--- src/sv/slbm_pkg.sv ---
package slbm_pkg;

    localparam int OPCODE_W   = 2;
    localparam int ADDR_W     = 16;
    localparam int DATA_W     = 8;
    localparam int REG_W      = 5;
    localparam int COUNT_W    = 3;
    localparam int GUARD_W    = 2;
    localparam int PRG_BANK_W = 4;
    localparam int CHR_BANK_W = 5;
    localparam int MIRROR_W   = 2;

    localparam logic [REG_W-1:0]   CONTROL_RESET  = 5'h0C;
    localparam logic [REG_W-1:0]   CONTROL_FORCE  = 5'h0C;
    localparam logic [COUNT_W-1:0] BITS_PER_REG   = 3'd5;
    localparam logic [GUARD_W-1:0] GUARD_RELOAD   = 2'd2;

    // Data bit 7 of a port write clears the shifter.
    localparam int RESET_BIT = 7;

    typedef enum logic [OPCODE_W-1:0] {
        OP_TICK       = 2'd0,
        OP_PORT_WRITE = 2'd1,
        OP_WRAM_READ  = 2'd2,
        OP_WRAM_WRITE = 2'd3
    } t_opcode;

    typedef enum logic [1:0] {
        SEL_CONTROL    = 2'd0,
        SEL_CHR_FIRST  = 2'd1,
        SEL_CHR_SECOND = 2'd2,
        SEL_PRG        = 2'd3
    } t_reg_sel;

    typedef struct packed {
        logic [REG_W-1:0] control;
        logic [REG_W-1:0] chr_first;
        logic [REG_W-1:0] chr_second;
        logic [REG_W-1:0] prg;
        logic             variant_a;
    } t_bank_regs;

    typedef struct packed {
        logic [PRG_BANK_W-1:0] prg_bank_low;
        logic [PRG_BANK_W-1:0] prg_bank_high;
        logic [CHR_BANK_W-1:0] chr_bank_low;
        logic [CHR_BANK_W-1:0] chr_bank_high;
        logic [MIRROR_W-1:0]   mirroring;
        logic                  wram_enabled;
        logic [DATA_W-1:0]     open_bus_data;
    } t_result;

endpackage

--- src/sv/slbm_in_if.sv ---
interface slbm_in_if;
    import slbm_pkg::*;

    logic                valid;
    logic                ready;
    logic [OPCODE_W-1:0] opcode;
    logic [ADDR_W-1:0]   address;
    logic [DATA_W-1:0]   write_data;

    modport source (output valid, opcode, address, write_data, input ready);
    modport sink (input valid, opcode, address, write_data, output ready);
endinterface

--- src/sv/slbm_out_if.sv ---
interface slbm_out_if;
    import slbm_pkg::*;

    logic                  valid;
    logic                  ready;
    logic [PRG_BANK_W-1:0] prg_bank_low;
    logic [PRG_BANK_W-1:0] prg_bank_high;
    logic [CHR_BANK_W-1:0] chr_bank_low;
    logic [CHR_BANK_W-1:0] chr_bank_high;
    logic [MIRROR_W-1:0]   mirroring;
    logic                  wram_enabled;
    logic [DATA_W-1:0]     open_bus_data;

    modport source (
        output valid, prg_bank_low, prg_bank_high, chr_bank_low, chr_bank_high,
               mirroring, wram_enabled, open_bus_data,
        input  ready
    );
    modport sink (
        input  valid, prg_bank_low, prg_bank_high, chr_bank_low, chr_bank_high,
               mirroring, wram_enabled, open_bus_data,
        output ready
    );
endinterface

--- src/sv/slbm_cfg_if.sv ---
interface slbm_cfg_if;
    logic valid;
    logic ready;
    logic chip_is_variant_a;

    modport source (output valid, chip_is_variant_a, input ready);
    modport sink (input valid, chip_is_variant_a, output ready);
endinterface

--- src/sv/slbm_regs.sv ---
module slbm_regs (
    input  logic                          i_clk,
    input  logic                          i_rst_n,
    input  logic                          i_accept,
    input  slbm_pkg::t_opcode             i_opcode,
    input  logic [slbm_pkg::ADDR_W-1:0]   i_address,
    input  logic [slbm_pkg::DATA_W-1:0]   i_write_data,
    input  logic                          i_cfg_write,
    input  logic                          i_cfg_variant_a,
    output slbm_pkg::t_bank_regs          o_regs_next
);
    import slbm_pkg::*;

    t_bank_regs          r_regs, n_regs;
    logic [REG_W-1:0]    r_shift, n_shift;
    logic [COUNT_W-1:0]  r_bit_count, n_bit_count;
    logic [GUARD_W-1:0]  r_write_guard, n_write_guard;

    logic [REG_W-1:0]    shift_in;
    logic [COUNT_W-1:0]  count_inc;
    t_reg_sel            reg_sel;

    assign shift_in  = r_shift | (REG_W'(i_write_data[0]) << r_bit_count);
    assign count_inc = r_bit_count + 3'd1;
    assign reg_sel   = t_reg_sel'(i_address[14:13]);

    always_comb begin
        n_regs        = r_regs;
        n_shift       = r_shift;
        n_bit_count   = r_bit_count;
        n_write_guard = r_write_guard;
        if (i_cfg_write) begin
            n_regs.variant_a = i_cfg_variant_a;
        end
        if (i_accept) begin
            case (i_opcode)
                OP_TICK: begin
                    if (r_write_guard != '0) begin
                        n_write_guard = r_write_guard - 2'd1;
                    end
                end
                OP_PORT_WRITE: begin
                    if (i_write_data[RESET_BIT]) begin
                        n_regs.control = r_regs.control | CONTROL_FORCE;
                        n_shift        = '0;
                        n_bit_count    = '0;
                    end else if (r_write_guard == '0) begin
                        n_shift     = shift_in;
                        n_bit_count = count_inc;
                        // The fifth bit completes the value and commits it.
                        if (count_inc >= BITS_PER_REG) begin
                            case (reg_sel)
                                SEL_CONTROL:    n_regs.control    = shift_in;
                                SEL_CHR_FIRST:  n_regs.chr_first  = shift_in;
                                SEL_CHR_SECOND: n_regs.chr_second = shift_in;
                                default:        n_regs.prg        = shift_in;
                            endcase
                            n_shift     = '0;
                            n_bit_count = '0;
                        end
                    end
                    n_write_guard = GUARD_RELOAD;
                end
                default: begin
                end
            endcase
        end
    end

    always_ff @(posedge i_clk) begin
        if (!i_rst_n) begin
            r_regs.control    <= CONTROL_RESET;
            r_regs.chr_first  <= '0;
            r_regs.chr_second <= '0;
            r_regs.prg        <= '0;
            r_regs.variant_a  <= 1'b0;
            r_shift           <= '0;
            r_bit_count       <= '0;
            r_write_guard     <= '0;
        end else begin
            r_regs        <= n_regs;
            r_shift       <= n_shift;
            r_bit_count   <= n_bit_count;
            r_write_guard <= n_write_guard;
        end
    end

    assign o_regs_next = n_regs;

    a_count_range: assert property (@(posedge i_clk) disable iff (!i_rst_n)
        r_bit_count < BITS_PER_REG)
        else $error("serial bit count passed a full register");

    a_guard_reload: assert property (@(posedge i_clk) disable iff (!i_rst_n)
        i_accept && i_opcode == OP_PORT_WRITE |=> r_write_guard == GUARD_RELOAD)
        else $error("write guard not reloaded after a port write");

    a_reset_write: assert property (@(posedge i_clk) disable iff (!i_rst_n)
        i_accept && i_opcode == OP_PORT_WRITE && i_write_data[RESET_BIT]
        |=> r_regs.control[3:2] == 2'b11 && r_bit_count == '0 && r_shift == '0)
        else $error("reset write did not clear the shifter and force the mode bits");

    a_wram_no_change: assert property (@(posedge i_clk) disable iff (!i_rst_n)
        i_accept && !i_cfg_write
        && (i_opcode == OP_WRAM_READ || i_opcode == OP_WRAM_WRITE)
        |=> $stable(r_regs) && $stable(r_shift) && $stable(r_bit_count)
            && $stable(r_write_guard))
        else $error("work RAM access changed mapper state");

endmodule

--- src/sv/slbm_decode.sv ---
module slbm_decode (
    input  slbm_pkg::t_bank_regs          i_regs,
    input  logic [slbm_pkg::ADDR_W-1:0]   i_address,
    output slbm_pkg::t_result             o_result
);
    import slbm_pkg::*;

    logic [REG_W-1:0] prg_raw_low, prg_raw_high;
    logic             prg_fix_bit3;

    function automatic logic [PRG_BANK_W-1:0] fold_prg(
        input logic [REG_W-1:0] raw,
        input logic             fix_bit3,
        input logic             prg_bit3
    );
        if (fix_bit3) begin
            return {prg_bit3, raw[2:0]};
        end
        return raw[PRG_BANK_W-1:0];
    endfunction

    always_comb begin
        if (i_regs.control[3]) begin
            if (i_regs.control[2]) begin
                // Low window switchable, high window pinned to the last bank.
                prg_raw_low  = i_regs.prg;
                prg_raw_high = i_regs.prg | 5'h0F;
            end else begin
                prg_raw_low  = '0;
                prg_raw_high = i_regs.prg & 5'h0F;
            end
        end else begin
            prg_raw_low  = {i_regs.prg[4:1], 1'b0};
            prg_raw_high = {i_regs.prg[4:1], 1'b1};
        end
    end

    assign prg_fix_bit3 = i_regs.prg[4] && i_regs.variant_a;

    always_comb begin
        o_result.prg_bank_low  = fold_prg(prg_raw_low, prg_fix_bit3, i_regs.prg[3]);
        o_result.prg_bank_high = fold_prg(prg_raw_high, prg_fix_bit3, i_regs.prg[3]);
        if (i_regs.control[4]) begin
            o_result.chr_bank_low  = i_regs.chr_first;
            o_result.chr_bank_high = i_regs.chr_second;
        end else begin
            o_result.chr_bank_low  = {i_regs.chr_first[4:1], 1'b0};
            o_result.chr_bank_high = {i_regs.chr_first[4:1], 1'b1};
        end
        o_result.mirroring     = i_regs.control[MIRROR_W-1:0];
        o_result.wram_enabled  = i_regs.variant_a || !i_regs.prg[4];
        o_result.open_bus_data = i_address[ADDR_W-1:ADDR_W-DATA_W];
    end

endmodule

--- src/sv/slbm_skid.sv ---
module slbm_skid (
    input  logic              i_clk,
    input  logic              i_rst_n,
    input  logic              i_valid,
    output logic              o_ready,
    input  slbm_pkg::t_result i_result,
    slbm_out_if.source        o_out
);
    import slbm_pkg::*;

    t_result r_out, r_skid;
    logic    r_out_valid, r_skid_valid;
    logic    out_fire, take, load_out;

    assign o_ready  = !r_skid_valid;
    assign out_fire = r_out_valid && o_out.ready;
    assign take     = i_valid && !r_skid_valid;
    assign load_out = !r_out_valid || out_fire;

    always_ff @(posedge i_clk) begin
        if (!i_rst_n) begin
            r_out_valid  <= 1'b0;
            r_skid_valid <= 1'b0;
        end else if (take) begin
            if (load_out) begin
                r_out_valid <= 1'b1;
            end else begin
                r_skid_valid <= 1'b1;
            end
        end else if (out_fire) begin
            // A parked beat moves up; otherwise the output empties.
            r_out_valid  <= r_skid_valid;
            r_skid_valid <= 1'b0;
        end
    end

    always_ff @(posedge i_clk) begin
        if (take) begin
            if (load_out) begin
                r_out <= i_result;
            end else begin
                r_skid <= i_result;
            end
        end else if (out_fire && r_skid_valid) begin
            r_out <= r_skid;
        end
    end

    assign o_out.valid         = r_out_valid;
    assign o_out.prg_bank_low  = r_out.prg_bank_low;
    assign o_out.prg_bank_high = r_out.prg_bank_high;
    assign o_out.chr_bank_low  = r_out.chr_bank_low;
    assign o_out.chr_bank_high = r_out.chr_bank_high;
    assign o_out.mirroring     = r_out.mirroring;
    assign o_out.wram_enabled  = r_out.wram_enabled;
    assign o_out.open_bus_data = r_out.open_bus_data;

endmodule

--- src/sv/serial_loaded_bank_mapper_core.sv ---
// Channel   Dir  Modport  Payload
// i_in      in   sink     opcode, address, write_data
// o_out     out  source   prg/chr banks, mirroring, wram_enabled, open_bus_data
// i_cfg     in   sink     chip_is_variant_a
//
// One beat in, one beat out; a beat can be accepted on every cycle while the skid entry is empty.
// The result is registered in the output buffer before it appears on o_out.
// The mapper registers update on the accepting edge and the result decode runs
// off their next values; the result then passes through a two-entry output buffer.
// Reset is synchronous and active low; the configuration port is always ready.
// With the output stalled, one more input beat is parked before i_in.ready drops.
module serial_loaded_bank_mapper_core (
    input  logic       i_clk,
    input  logic       i_rst_n,
    slbm_in_if.sink    i_in,
    slbm_out_if.source o_out,
    slbm_cfg_if.sink   i_cfg
);
    import slbm_pkg::*;

    logic       in_ready;
    logic       in_accept;
    t_bank_regs regs_next;
    t_result    result;

    assign i_cfg.ready = 1'b1;
    assign i_in.ready  = in_ready;
    assign in_accept   = i_in.valid && in_ready;

    slbm_regs u_regs (
        .i_clk           (i_clk),
        .i_rst_n         (i_rst_n),
        .i_accept        (in_accept),
        .i_opcode        (t_opcode'(i_in.opcode)),
        .i_address       (i_in.address),
        .i_write_data    (i_in.write_data),
        .i_cfg_write     (i_cfg.valid),
        .i_cfg_variant_a (i_cfg.chip_is_variant_a),
        .o_regs_next     (regs_next)
    );

    slbm_decode u_decode (
        .i_regs    (regs_next),
        .i_address (i_in.address),
        .o_result  (result)
    );

    slbm_skid u_skid (
        .i_clk    (i_clk),
        .i_rst_n  (i_rst_n),
        .i_valid  (i_in.valid),
        .o_ready  (in_ready),
        .i_result (result),
        .o_out    (o_out)
    );

endmodule

--- src/flat_wrapper.sv ---
// flat-port wrapper written by rule: the top's interface ports become plain ports
module serial_loaded_bank_mapper_core_flat import slbm_pkg::*;
  (i_clk, i_rst_n, i_in_valid, i_in_opcode, i_in_address, i_in_write_data, i_in_ready, o_out_valid, o_out_prg_bank_low, o_out_prg_bank_high, o_out_chr_bank_low, o_out_chr_bank_high, o_out_mirroring, o_out_wram_enabled, o_out_open_bus_data, o_out_ready, i_cfg_valid, i_cfg_chip_is_variant_a, i_cfg_ready);
  slbm_in_if i_in_i ();
  slbm_out_if o_out_i ();
  slbm_cfg_if i_cfg_i ();
  input  logic i_clk;
  input  logic i_rst_n;
  input wire logic [$bits(i_in_i.valid)-1:0] i_in_valid;
  input wire logic [$bits(i_in_i.opcode)-1:0] i_in_opcode;
  input wire logic [$bits(i_in_i.address)-1:0] i_in_address;
  input wire logic [$bits(i_in_i.write_data)-1:0] i_in_write_data;
  output wire logic [$bits(i_in_i.ready)-1:0] i_in_ready;
  output wire logic [$bits(o_out_i.valid)-1:0] o_out_valid;
  output wire logic [$bits(o_out_i.prg_bank_low)-1:0] o_out_prg_bank_low;
  output wire logic [$bits(o_out_i.prg_bank_high)-1:0] o_out_prg_bank_high;
  output wire logic [$bits(o_out_i.chr_bank_low)-1:0] o_out_chr_bank_low;
  output wire logic [$bits(o_out_i.chr_bank_high)-1:0] o_out_chr_bank_high;
  output wire logic [$bits(o_out_i.mirroring)-1:0] o_out_mirroring;
  output wire logic [$bits(o_out_i.wram_enabled)-1:0] o_out_wram_enabled;
  output wire logic [$bits(o_out_i.open_bus_data)-1:0] o_out_open_bus_data;
  input wire logic [$bits(o_out_i.ready)-1:0] o_out_ready;
  input wire logic [$bits(i_cfg_i.valid)-1:0] i_cfg_valid;
  input wire logic [$bits(i_cfg_i.chip_is_variant_a)-1:0] i_cfg_chip_is_variant_a;
  output wire logic [$bits(i_cfg_i.ready)-1:0] i_cfg_ready;
  assign i_in_i.valid = i_in_valid;
  assign i_in_i.opcode = i_in_opcode;
  assign i_in_i.address = i_in_address;
  assign i_in_i.write_data = i_in_write_data;
  assign i_in_ready = i_in_i.ready;
  assign o_out_valid = o_out_i.valid;
  assign o_out_prg_bank_low = o_out_i.prg_bank_low;
  assign o_out_prg_bank_high = o_out_i.prg_bank_high;
  assign o_out_chr_bank_low = o_out_i.chr_bank_low;
  assign o_out_chr_bank_high = o_out_i.chr_bank_high;
  assign o_out_mirroring = o_out_i.mirroring;
  assign o_out_wram_enabled = o_out_i.wram_enabled;
  assign o_out_open_bus_data = o_out_i.open_bus_data;
  assign o_out_i.ready = o_out_ready;
  assign i_cfg_i.valid = i_cfg_valid;
  assign i_cfg_i.chip_is_variant_a = i_cfg_chip_is_variant_a;
  assign i_cfg_ready = i_cfg_i.ready;
  serial_loaded_bank_mapper_core u_core (.i_clk(i_clk), .i_rst_n(i_rst_n), .i_in(i_in_i), .o_out(o_out_i), .i_cfg(i_cfg_i));
endmodule
--- config.mk ---
export PLATFORM = sky130hd
export DESIGN_NAME = serial_loaded_bank_mapper_core_flat
export DESIGN_NICKNAME = d
export VERILOG_FILES = /design/src/sv/slbm_pkg.sv /design/src/sv/slbm_in_if.sv /design/src/sv/slbm_out_if.sv /design/src/sv/slbm_cfg_if.sv /design/src/sv/slbm_regs.sv /design/src/sv/slbm_decode.sv /design/src/sv/slbm_skid.sv /design/src/sv/serial_loaded_bank_mapper_core.sv /design/src/flat_wrapper.sv
export SDC_FILE = /design/constraint.sdc
export NUM_CORES = 1
export LEC_CHECK = 0
export BUFFER_PORTS_ARGS = -buffer_cell sky130_fd_sc_hd__clkbuf_2
export CORE_ASPECT_RATIO = 1.75
export CORE_UTILIZATION = 40
export DETAILED_ROUTE_END_ITERATION = 10
export GPL_ROUTABILITY_DRIVEN = 0
export PLACE_DENSITY_LB_ADDON = 0.25
export SKIP_CTS_REPAIR_TIMING = 1
export SLEW_MARGIN = 20
export SYNTH_ARGS = -nofsm -noshare
export SYNTH_HDL_FRONTEND = slang
export SYNTH_SLANG_ARGS = --single-unit
--- constraint.sdc ---
create_clock -name i_clk -period 3.85 [get_ports i_clk]
set_input_delay 0.1925 -clock i_clk [delete_from_list [all_inputs] [get_ports i_clk]]
set_output_delay 0.1925 -clock i_clk [all_outputs]
set_load 0.01 [all_outputs]
# Word level (Yosys, flattened, before mapping)
# Cells that the tools add are included.
# op_classes
n_addsub,2
n_lt_le_gt_ge,1
eq_ne,6
shifts,1
muxes,38
bitwise_logic,2
n_reduce_logical,24
# op_table
operator,n
2-to-1 mux 29 bit,3
2-to-1 mux 20 bit,4
2-to-1 mux 5 bit,8
2-to-1 mux 4 bit,8
2-to-1 mux 15 bit,1
nonzero test 2 bit,5
2-to-1 mux 3 bit,3
2-to-1 mux 1 bit,8
AND reduction 2 bit,4
zero test 2 bit,3
2-to-1 mux 6 bit,1
"!= test 2 bit, second input constant",3
AND reduction 3 bit,2
bitwise OR 5 bit,1
<< shifter 1 x 3 -> 5 bit,1
"== test 2 x 1 -> 1 bit, second input constant",2
logical AND 1 bit,4
case mux 2 bit (2 select lines),1
"adder 3 x 1 -> 3 bit, second input constant",1
"greater-or-equal comparator 3 bit, second input constant",1
zero test 1 bit,3
OR reduction 3 bit,1
"== test 2 bit, second input constant",1
logical OR 1 bit,2
3 further kinds,3
# word_totals
regBits,91
output_inout_bits,32
wordCells,98

# Logic depth before layout (Yosys ltp)
# Gate-level depths: netlist of the first run.
# logic_depth
ltp_word,14
depth_mapped,10

# By module
# A second synthesis of the first run with hierarchy kept.
# hier_totals
cells_unflattened,309
hier_area_um2,4162.7
# modules_own_cells
mod,instances,cells_each,area_per_inst_um2
slbm_skid,1,104,2343.5
slbm_regs,1,169,1554.0
slbm_decode,1,33,247.7
serial_loaded_bank_mapper_core,1,3,17.5

# Worst setup path before layout of the first run
# OpenSTA, ideal clock, no wires.
# synth_path
path_kind,reg2reg
from,register u_core.u_skid.r_skid_valid
to,"register u_core.u_skid.r_out, in the netlist u_core.u_skid.o_out.chr_bank_high[0], enable pin"
arrival_ps,2561
t_required_ps,3425
slack_ps,864
stages_incl_launch_ff,6
cell_sequence,dfxtp_1 -> nor2b_1 -> clkbuf_1 -> clkbuf_1 -> a21oi_1 -> a21oi_1
# synth_via
elab_chain_cells,4
elab_cells_between_ends,6
cone_classes,eq/ne (1); reduce/logical (5)
# synth_lines
item,line,source
"start, declared",slbm_skid.sv:12,"logic r_out_valid, r_skid_valid;"
"start signal, assigned",slbm_skid.sv:23,r_skid_valid <= 1'b0;
"start signal, assigned",slbm_skid.sv:28,r_skid_valid <= 1'b1;
"start signal, assigned",slbm_skid.sv:33,r_skid_valid <= 1'b0;
zero test 1 bit,slbm_skid.sv:17,assign take = i_valid && !r_skid_valid;
logical AND 1 bit,slbm_skid.sv:17,
!= test 2 bit (no line) / nonzero test 2 bit (equally long branches),--,
AND reduction 2 bit (no line) (*),--,
"end signal, assigned",slbm_skid.sv:40,r_out <= i_result;
"end signal, assigned",slbm_skid.sv:45,r_out <= r_skid;
"end, declared",slbm_skid.sv:11,"t_result r_out, r_skid;"
# Mark *: on every way between the ends. The rest lies on a longest branch, timed or not.
# A chain may end at the register's enable or synchronous reset.

# Worst setup path in the final report of the first run
# layout_path
from,register u_core.u_regs.r_bit_count[0]
to,"register u_core.u_skid.r_out, in the netlist u_core.u_skid.o_out.prg_bank_high[3], data pin"
# layout_via
elab_chain_cells,13
elab_cells_between_ends,20
cone_classes,add/sub (1); order compare (1); shift (1); mux (15); bitwise (1); reduce/logical (1)
# layout_lines
item,line,source
"start, declared",slbm_regs.sv:16,"logic [COUNT_W-1:0] r_bit_count, n_bit_count;"
"start signal, assigned",slbm_regs.sv:83,r_bit_count <= n_bit_count;
"parallel branches: the longest is 3 deep, another holds adder 3 x 1 -> 3 bit",--,
2-to-1 mux 20 bit (*),slbm_regs.sv:51,if (count_inc >= BITS_PER_REG) begin
2-to-1 mux 20 bit (*),slbm_regs.sv:47,end else if (r_write_guard == '0) begin
2-to-1 mux 15 bit / 2-to-1 mux 5 bit (equally long branches),slbm_regs.sv:43,if (i_write_data[RESET_BIT]) begin
2-to-1 mux 20 bit (*),slbm_regs.sv:36,case (i_opcode)
2-to-1 mux 20 bit (*),slbm_regs.sv:35,if (i_accept) begin
2-to-1 mux 4 bit / logical AND 1 bit (equally long branches),"slbm_decode.sv:24, slbm_decode.sv:38",
2-to-1 mux 4 bit / 2-to-1 mux 1 bit (equally long branches),"slbm_decode.sv:23, slbm_decode.sv:16",
2-to-1 mux 4 bit (*),slbm_decode.sv:19,return raw[PRG_BANK_W-1:0];
2-to-1 mux 29 bit (*),slbm_skid.sv:39,if (load_out) begin
2-to-1 mux 29 bit (*),slbm_skid.sv:38,if (take) begin
# Mark *: on every way between the ends. The select of a mux whose other input is x is not followed.

==> results.py, run 1 <==
metrics = {
    "outcome": {
        "status": "finished clean",
    },
    "floorplan": {
        "start_util_pct": 41.3,
        "dieArea_sq_mm": 0.0106,
        "core_area_sq_mm": 0.00991,
        "io-pin-count": 64,
        "die_h_um": 136,
        "die_w_um": 78.4,
        "row_count": 48,
    },
    "yosys": {
        "ys_seq_area_share_pct": 58.8,
        "synth_area_sq_mm": 0.00409,
        "yosysWarnings": 0,
        "synthTopCellsByArea": "edfxtp_1 (43%), dfxtp_1 (16%), nand2_1 (5.4%)",
        "synth_top_area_share_pct": 42.6,
        "synth_flop_cell": "edfxtp_1",
        "syn-num-nets": 400,
        "synth_compound_area_share_pct": 12.4,
        "synth_mux_area_share_pct": 5.63,
        "synth_fa_ha_area_share_pct": 0.918,
        "synth-simple-area-share_pct": 18.7,
        "syn_area_per_cell_sq_um": 11.2,
        "ys_ff_latch": 91,
        "synth_top_family_by_area": "simple AND/OR/NAND/NOR gates",
        "yosysMostFrequentCell": "nand2_1",
        "synth_top_area_cell": "edfxtp_1",
        "synth_edf_count": 58,
        "ys_types": 57,
        "synthCells": 365,
        "synth_common_cells": "nand2_1 (59), edfxtp_1 (58), dfxtp_1 (33), o21ai_0 (23), nor2b_1 (16)",
        "yosys.area_share.xor_xnor_pct": 0.612,
        "synthArstFlopShare_pct": 0,
    },
    "worst_hold_path": {
        "hp-start": "i_in_address[10]",
        "hold_depth": 1,
        "min-delay-path-class": "in -> reg",
        "min_to": "u_core.u_skid.r_skid[2]",
    },
    "route": {
        "vias": 2813,
        "drcViolationCount": 0,
        "drt_iter0_drc": 181,
        "wl_met2_um": 4490,
        "met3_length_um": 201,
        "drt-total-wl_um": 8230,
        "vias_per_cell": 5.21,
        "avgRoutedWirePerCell_um": 15.2,
        "postRouteAntennaNets": 0,
        "drt-met1-wl_um": 3310,
        "dr.pass1.iters": 4,
        "top_layer": "met4",
    },
    "placed_design": {
        "numPortBuffers": 48,
        "placed_area_sq_mm": 0.00443,
        "dp_hpwl_um": 5910,
    },
    "clock_tree": {
        "htree_levels": 3,
        "clock_sinks": 91,
        "numCtsBuffers": 9,
        "clock_latency_ns": 0.34,
        "clkTransAtPathRegs_ns": 0.07,
        "cts_max_path_buffers": 2,
        "cts-root-buf": "clkbuf_16",
        "tritoncts": "built",
    },
    "setup_path": {
        "end_kind": "flip-flop",
        "rr_endpoint": "u_core.u_skid.o_out.prg_bank_high[3]",
        "worstPathRequired_ns": 3.92,
        "worstSetupStartpointType": "flip-flop",
        "r2r_cells": 8,
        "cp_max_fo": 11,
        "rr_startpoint": "u_core.u_regs.r_bit_count[0]",
        "worstSetupPathType": "reg -> reg",
        "crit_arrival_ns": 3.01,
        "r2r_setup_slack_ns": 0.91,
    },
    "timing": {
        "fin_tns_setup_ns": 0,
        "layout_min_cycle_time_ns": 2.94,
        "grt_setup_unrepaired": "false",
        "drv_slew": 0,
        "max-slew-margin-rel_pct": 41.4,
        "hold_violations": 0,
        "clock.fmax_ghz": 0.341,
        "tightest_slew_ns": 0.877,
        "fin_skew_ns": 0.00618,
        "fin_crit_sh_pct": 76.2,
        "setup_viol": 0,
    },
    "final_layout": {
        "multi_input_area_sq_mm": 0.00157,
        "areaGrowthSynthToFinish_pct": 16.3,
        "drive_above_1_share_pct": 21.9,
        "fill_cells": 926,
        "seq_area_sq_mm": 0.00240,
        "final_area_sq_mm": 0.00476,
        "antenna_cells": 0,
        "post-route-util_pct": 48.0,
        "final_nets": 445,
    },
    "power_and_ir_drop": {
        "power_density_mw_per_mm2": 452,
        "peakVddDrop_v": 0.000286,
        "power.leakage_nw": 1.82,
        "finalPower_w": 0.00215,
    },
    "grt": {
        "grt_max_degree": 34,
        "antenna_found_initial": 0,
        "track_usage_pct": 17.0,
        "grt-ovfl-total": 0,
        "grt_pass1_wl_um": 13500,
        "grt_pass1_vias": 2749,
    },
    "run": {
        "cap_viol_max_count": 0,
    },
}
-- worst max path at each step --
stage,from,endpoint,slack [ns],cells after the start
after global routing,u_core.u_regs.r_bit_count[1],u_core.u_skid.o_out.prg_bank_high[3],0.63,8
final,u_core.u_regs.r_bit_count[0],u_core.u_skid.o_out.prg_bank_high[3],0.91,8
after detailed placement,u_core.u_regs.r_bit_count[0],u_core.u_skid.o_out.prg_bank_high[3],0.87,8
after global placement,u_core.u_regs.r_bit_count[0],u_core.u_skid.o_out.prg_bank_high[3],0.95,8
after CTS,u_core.u_regs.r_bit_count[0],u_core.u_skid.o_out.prg_bank_high[3],0.87,8
after floorplan,u_core.u_skid.r_skid_valid,u_core.u_skid.o_out.chr_bank_high[0],0.86,5
-- through the flow --
step	worst slack [ns]	hold slack (ns)	instances
2_1_floorplan	0.864	0.291	365
3_3_place_gp	0.947	0.389	524
3_5_place_dp	0.873	0.387	524
4_1_cts	0.872	0.0294	540
5_1_grt	0.633	0.0353	540
6_report	0.914	0.0398	540
-- final cells by class --
| class | instances | share of cell area, % |
|---|---|---|
| Tap cell | 125 | 3.29 |
| Sequential cell | 91 | 50.5 |
| Timing Repair Buffer | 52 | 5.68 |
| Inverter | 9 | 0.710 |
| Clock inverter | 7 | 2.05 |
| Clock buffer | 9 | 4.73 |
| Multi-Input combinational cell | 247 | 33.0 |
-- power breakdown --
| group | internal (W) | total [W] | switching (W) | leakage [nW] |
|---|---|---|---|---|
| clock network | 0.000572 | 0.000941 | 0.000370 | 0.154 |
| logic | 0.0000462 | 0.000131 | 0.0000852 | 0.863 |
| registers | 0.00107 | 0.00108 | 0.00000989 | 0.806 |
| total | 0.00169 | 0.00215 | 0.000465 | 1.82 |
-- layout by cell type, fill, tap and decap left out, drive strengths merged, types with 10 or more instances in the layout --
cell	count
nor2	15
and2	10
nor2b	17
o21ai	27
nand3	11
dfxtp	33
a22oi	10
nand2	59
mux2i	10
a21oi	12
edfxtp	58
inv	11
clkbuf	57
-- cells by family (layout without fill, tap and decap cells) --
logic type	after synthesis	in the layout
and+or+nand+nor	144	144
DFF	91	91
AOI/OAI and AO/OA	78	78
buffers and inverters	27	77
muxes	19	19
adders and majority gates	3	3
xor gates and xnor gates	2	2
other	1	1
-- worst max-delay path, cell delays in order (launching register included) --
cell and delay, ns:
dfxtp_1 0.56, inv_1 0.08, ha_1 0.32, nor3b_1 0.08
nor3_2 0.50, nand2_1 0.24, a311oi_2 0.63, a21o_1 0.17
a31oi_1 0.08
-- routing by layer --
layer | GRT usage (%) | vias to the layer above
li1 | - | 1417
met1 | 18.3 | 1334
met2 | 30.7 | 49
met3 | 3.10 | 13
met4 | 10.1 | 0
met5 | 0 | -
-- state kept, by name, indices dropped and copies added, names as in the netlist, 2 cells and up --
name,flops
u_core.u_regs.r_shift,5
u_core.u_regs.r_write_guard,2
u_core.u_regs.r_bit_count,3
u_core.u_skid.o_out.mirroring,2
u_core.u_regs.r_regs,21
u_core.u_skid.o_out.prg_bank_low,4
u_core.u_skid.o_out.open_bus_data,8
u_core.u_skid.o_out.chr_bank_low,5
u_core.u_skid.o_out.chr_bank_high,5
u_core.u_skid.o_out.prg_bank_high,4
u_core.u_skid.r_skid,29
Power figures use the tool's default switching activity.
==> run 2, diff against run 1 <==
==> constraint.sdc (replaced) <==
create_clock -name i_clk -period 2.43 [get_ports i_clk]
set_input_delay 0.1215 -clock i_clk [delete_from_list [all_inputs] [get_ports i_clk]]
set_output_delay 0.1215 -clock i_clk [all_outputs]
set_load 0.01 [all_outputs]
==> run 2 against run 1 <==
  * Maximum frequency up 23%
  * Sequential power grew 58%
  * Clock power rose by 31%
  * Final cell count up 5.6%
  * Final area up 5.3%
  * Via count up 5.8%
  * Non-clock buffer count increased by 30
  * Power is 48% higher
  * Critical endpoint is now u_core.u_skid.o_out.chr_bank_high[2]
  * Largest power group unchanged
==> results.py, run 2 (synthesis results as in run 1) <==
metrics = {
    "setup_path": {
        "crit_arrival_ns": 2.46,
        "r2r_cells": 9,
        "end_kind": "flip-flop",
        "rr_startpoint": "u_core.u_regs.r_bit_count[1]",
        "worstSetupPathType": "reg -> reg",
        "rr_endpoint": "u_core.u_skid.o_out.chr_bank_high[2]",
        "cp_slowest_cell": "or3_4",
        "crit_cells": 9,
        "crit_chain": "inv_2, ha_4, nor3b_1, or3_4, buf_4, o21ai_1, a22oi_1, or2_1, mux2_2",
        "endpoint": "u_core.u_skid.o_out.chr_bank_high[2]",
        "path_delay_family": "simple AND/OR/NAND/NOR gates",
        "crit_start": "u_core.u_regs.r_bit_count[1]",
        "r2r_setup_slack_ns": 0.05,
        "path_buf_inv": 2,
        "worstSetupStartpointType": "flip-flop",
        "cp_max_fo": 5,
        "worstPathRequired_ns": 2.51,
        "crit_path_max_incr_delay_ns": 0.41,
    },
    "route": {
        "drt_iter0_drc": 112,
        "vias_per_cell": 5.22,
        "drcViolationCount": 0,
        "avgRoutedWirePerCell_um": 15.8,
        "drt-total-wl_um": 8980,
        "vias": 2976,
        "postRouteAntennaNets": 0,
        "dr.pass1.iters": 5,
    },
    "timing": {
        "fin_tns_setup_ns": 0,
        "clock.fmax_ghz": 0.420,
        "fin_skew_ns": 0.00498,
        "hold_violations": 0,
        "tightest_slew_ns": 0.697,
        "fin_crit_sh_pct": 97.9,
        "max-slew-margin-rel_pct": 53.4,
        "hold_ws_ns": 0.0656,
        "drv_slew": 0,
        "layout_min_cycle_time_ns": 2.38,
        "setup_viol": 0,
        "grt_setup_unrepaired": "true",
    },
    "floorplan": {
        "io-pin-count": 64,
        "core_area_sq_mm": 0.00991,
        "die_h_um": 136,
        "start_util_pct": 41.3,
        "row_count": 48,
        "dieArea_sq_mm": 0.0106,
        "die_w_um": 78.4,
    },
    "clock_tree": {
        "clock_latency_ns": 0.33,
        "htree_levels": 3,
        "clock_sinks": 91,
        "tritoncts": "built",
        "cts-root-buf": "clkbuf_16",
        "cts_max_path_buffers": 2,
        "numCtsBuffers": 9,
        "clkTransAtPathRegs_ns": 0.06,
    },
    "final_layout": {
        "top_register": "u_core.u_skid.r_skid",
        "drive_above_1_share_pct": 28.3,
        "instances_no_fill": 570,
        "final_nets": 475,
        "largest_register_ffs": 29,
        "areaGrowthSynthToFinish_pct": 22.5,
        "final_cell_mix": "nand2_1 (58), edfxtp_1 (58), clkbuf_2 (48)",
        "antenna_cells": 0,
    },
    "grt": {
        "grt_max_degree": 34,
        "grt_pass1_vias": 2795,
        "grt_pass1_wl_um": 13900,
        "antenna_found_initial": 0,
        "grt-ovfl-total": 0,
        "track_usage_pct": 17.6,
    },
    "power_and_ir_drop": {
        "peakVddDrop_v": 0.000342,
        "power.leakage_nw": 1.96,
        "finalPower_w": 0.00317,
        "power_density_mw_per_mm2": 634,
    },
    "placed_design": {
        "numPortBuffers": 48,
        "place_inst": 548,
        "dp_hpwl_um": 6510,
    },
    "run": {
        "cap_viol_max_count": 0,
    },
    "worst_hold_path": {
        "min-delay-path-class": "in -> reg",
    },
    "outcome": {
        "status": "finished clean",
    },
}
[run 2: worst min-delay path by stage]
stage	depth (start not counted)	startpoint	end	slack, ns
global route	4	o_out_ready	u_core.u_skid.r_skid_valid	0.08
global placement	1	i_in_address[12]	u_core.u_skid.r_skid[4]	0.32
floorplan	0	i_in_address[8]	u_core.u_skid.r_skid[0]	0.22
detailed placement	1	i_in_address[12]	u_core.u_skid.r_skid[4]	0.32
CTS	1	i_in_address[12]	u_core.u_skid.r_skid[4]	-0.03
finish	4	o_out_ready	u_core.u_skid.r_skid_valid	0.07
[run 2: power breakdown]
part | total, W | switching, W | internal, W
registers | 0.00171 | 0.0000142 | 0.00169
logic | 0.000232 | 0.000145 | 0.0000867
clock network | 0.00123 | 0.000551 | 0.000683
[run 2: per-layer routing]
metal  wire length, um  share of wire [%]  GRT usage, %  vias up
met4               207                2.3          9.16        0
met5                 0                  0             0        -
li1                  -                  -             -     1471
met3               226                2.5          3.23       14
met2              4980                 55          32.1       54
met1              3570                 40          18.9     1437
[run 2: tightest hold or removal path, stage by stage]
cell and delay, ns:
clkbuf_2 0.09, nand2_1 0.05, nand2_1 0.05, nor2_1 0.04
[run 2: through the flow]
stage | cell area (sq um) | utilization, % | setup slack [ns]
finish | 5010 | 50.6 | 0.0509
global route | 5010 | 50.6 | -0.0139
CTS | 4890 | 49.4 | -0.0231
detailed placement | 4630 | 46.7 | -0.00872
global placement | 4630 | 46.7 | 0.0163
floorplan | 4120 | - | -0.000359
[run 2: area by class of cell]
class                           instances  area (sq um)
Inverter                                9          33.8
Fill cell                             911          4900
Clock inverter                          6          32.5
Timing Repair Buffer                   82           510
Clock buffer                           10           229
Tap cell                              125           156
Sequential cell                        91          2400
Multi-Input combinational cell        247          1640
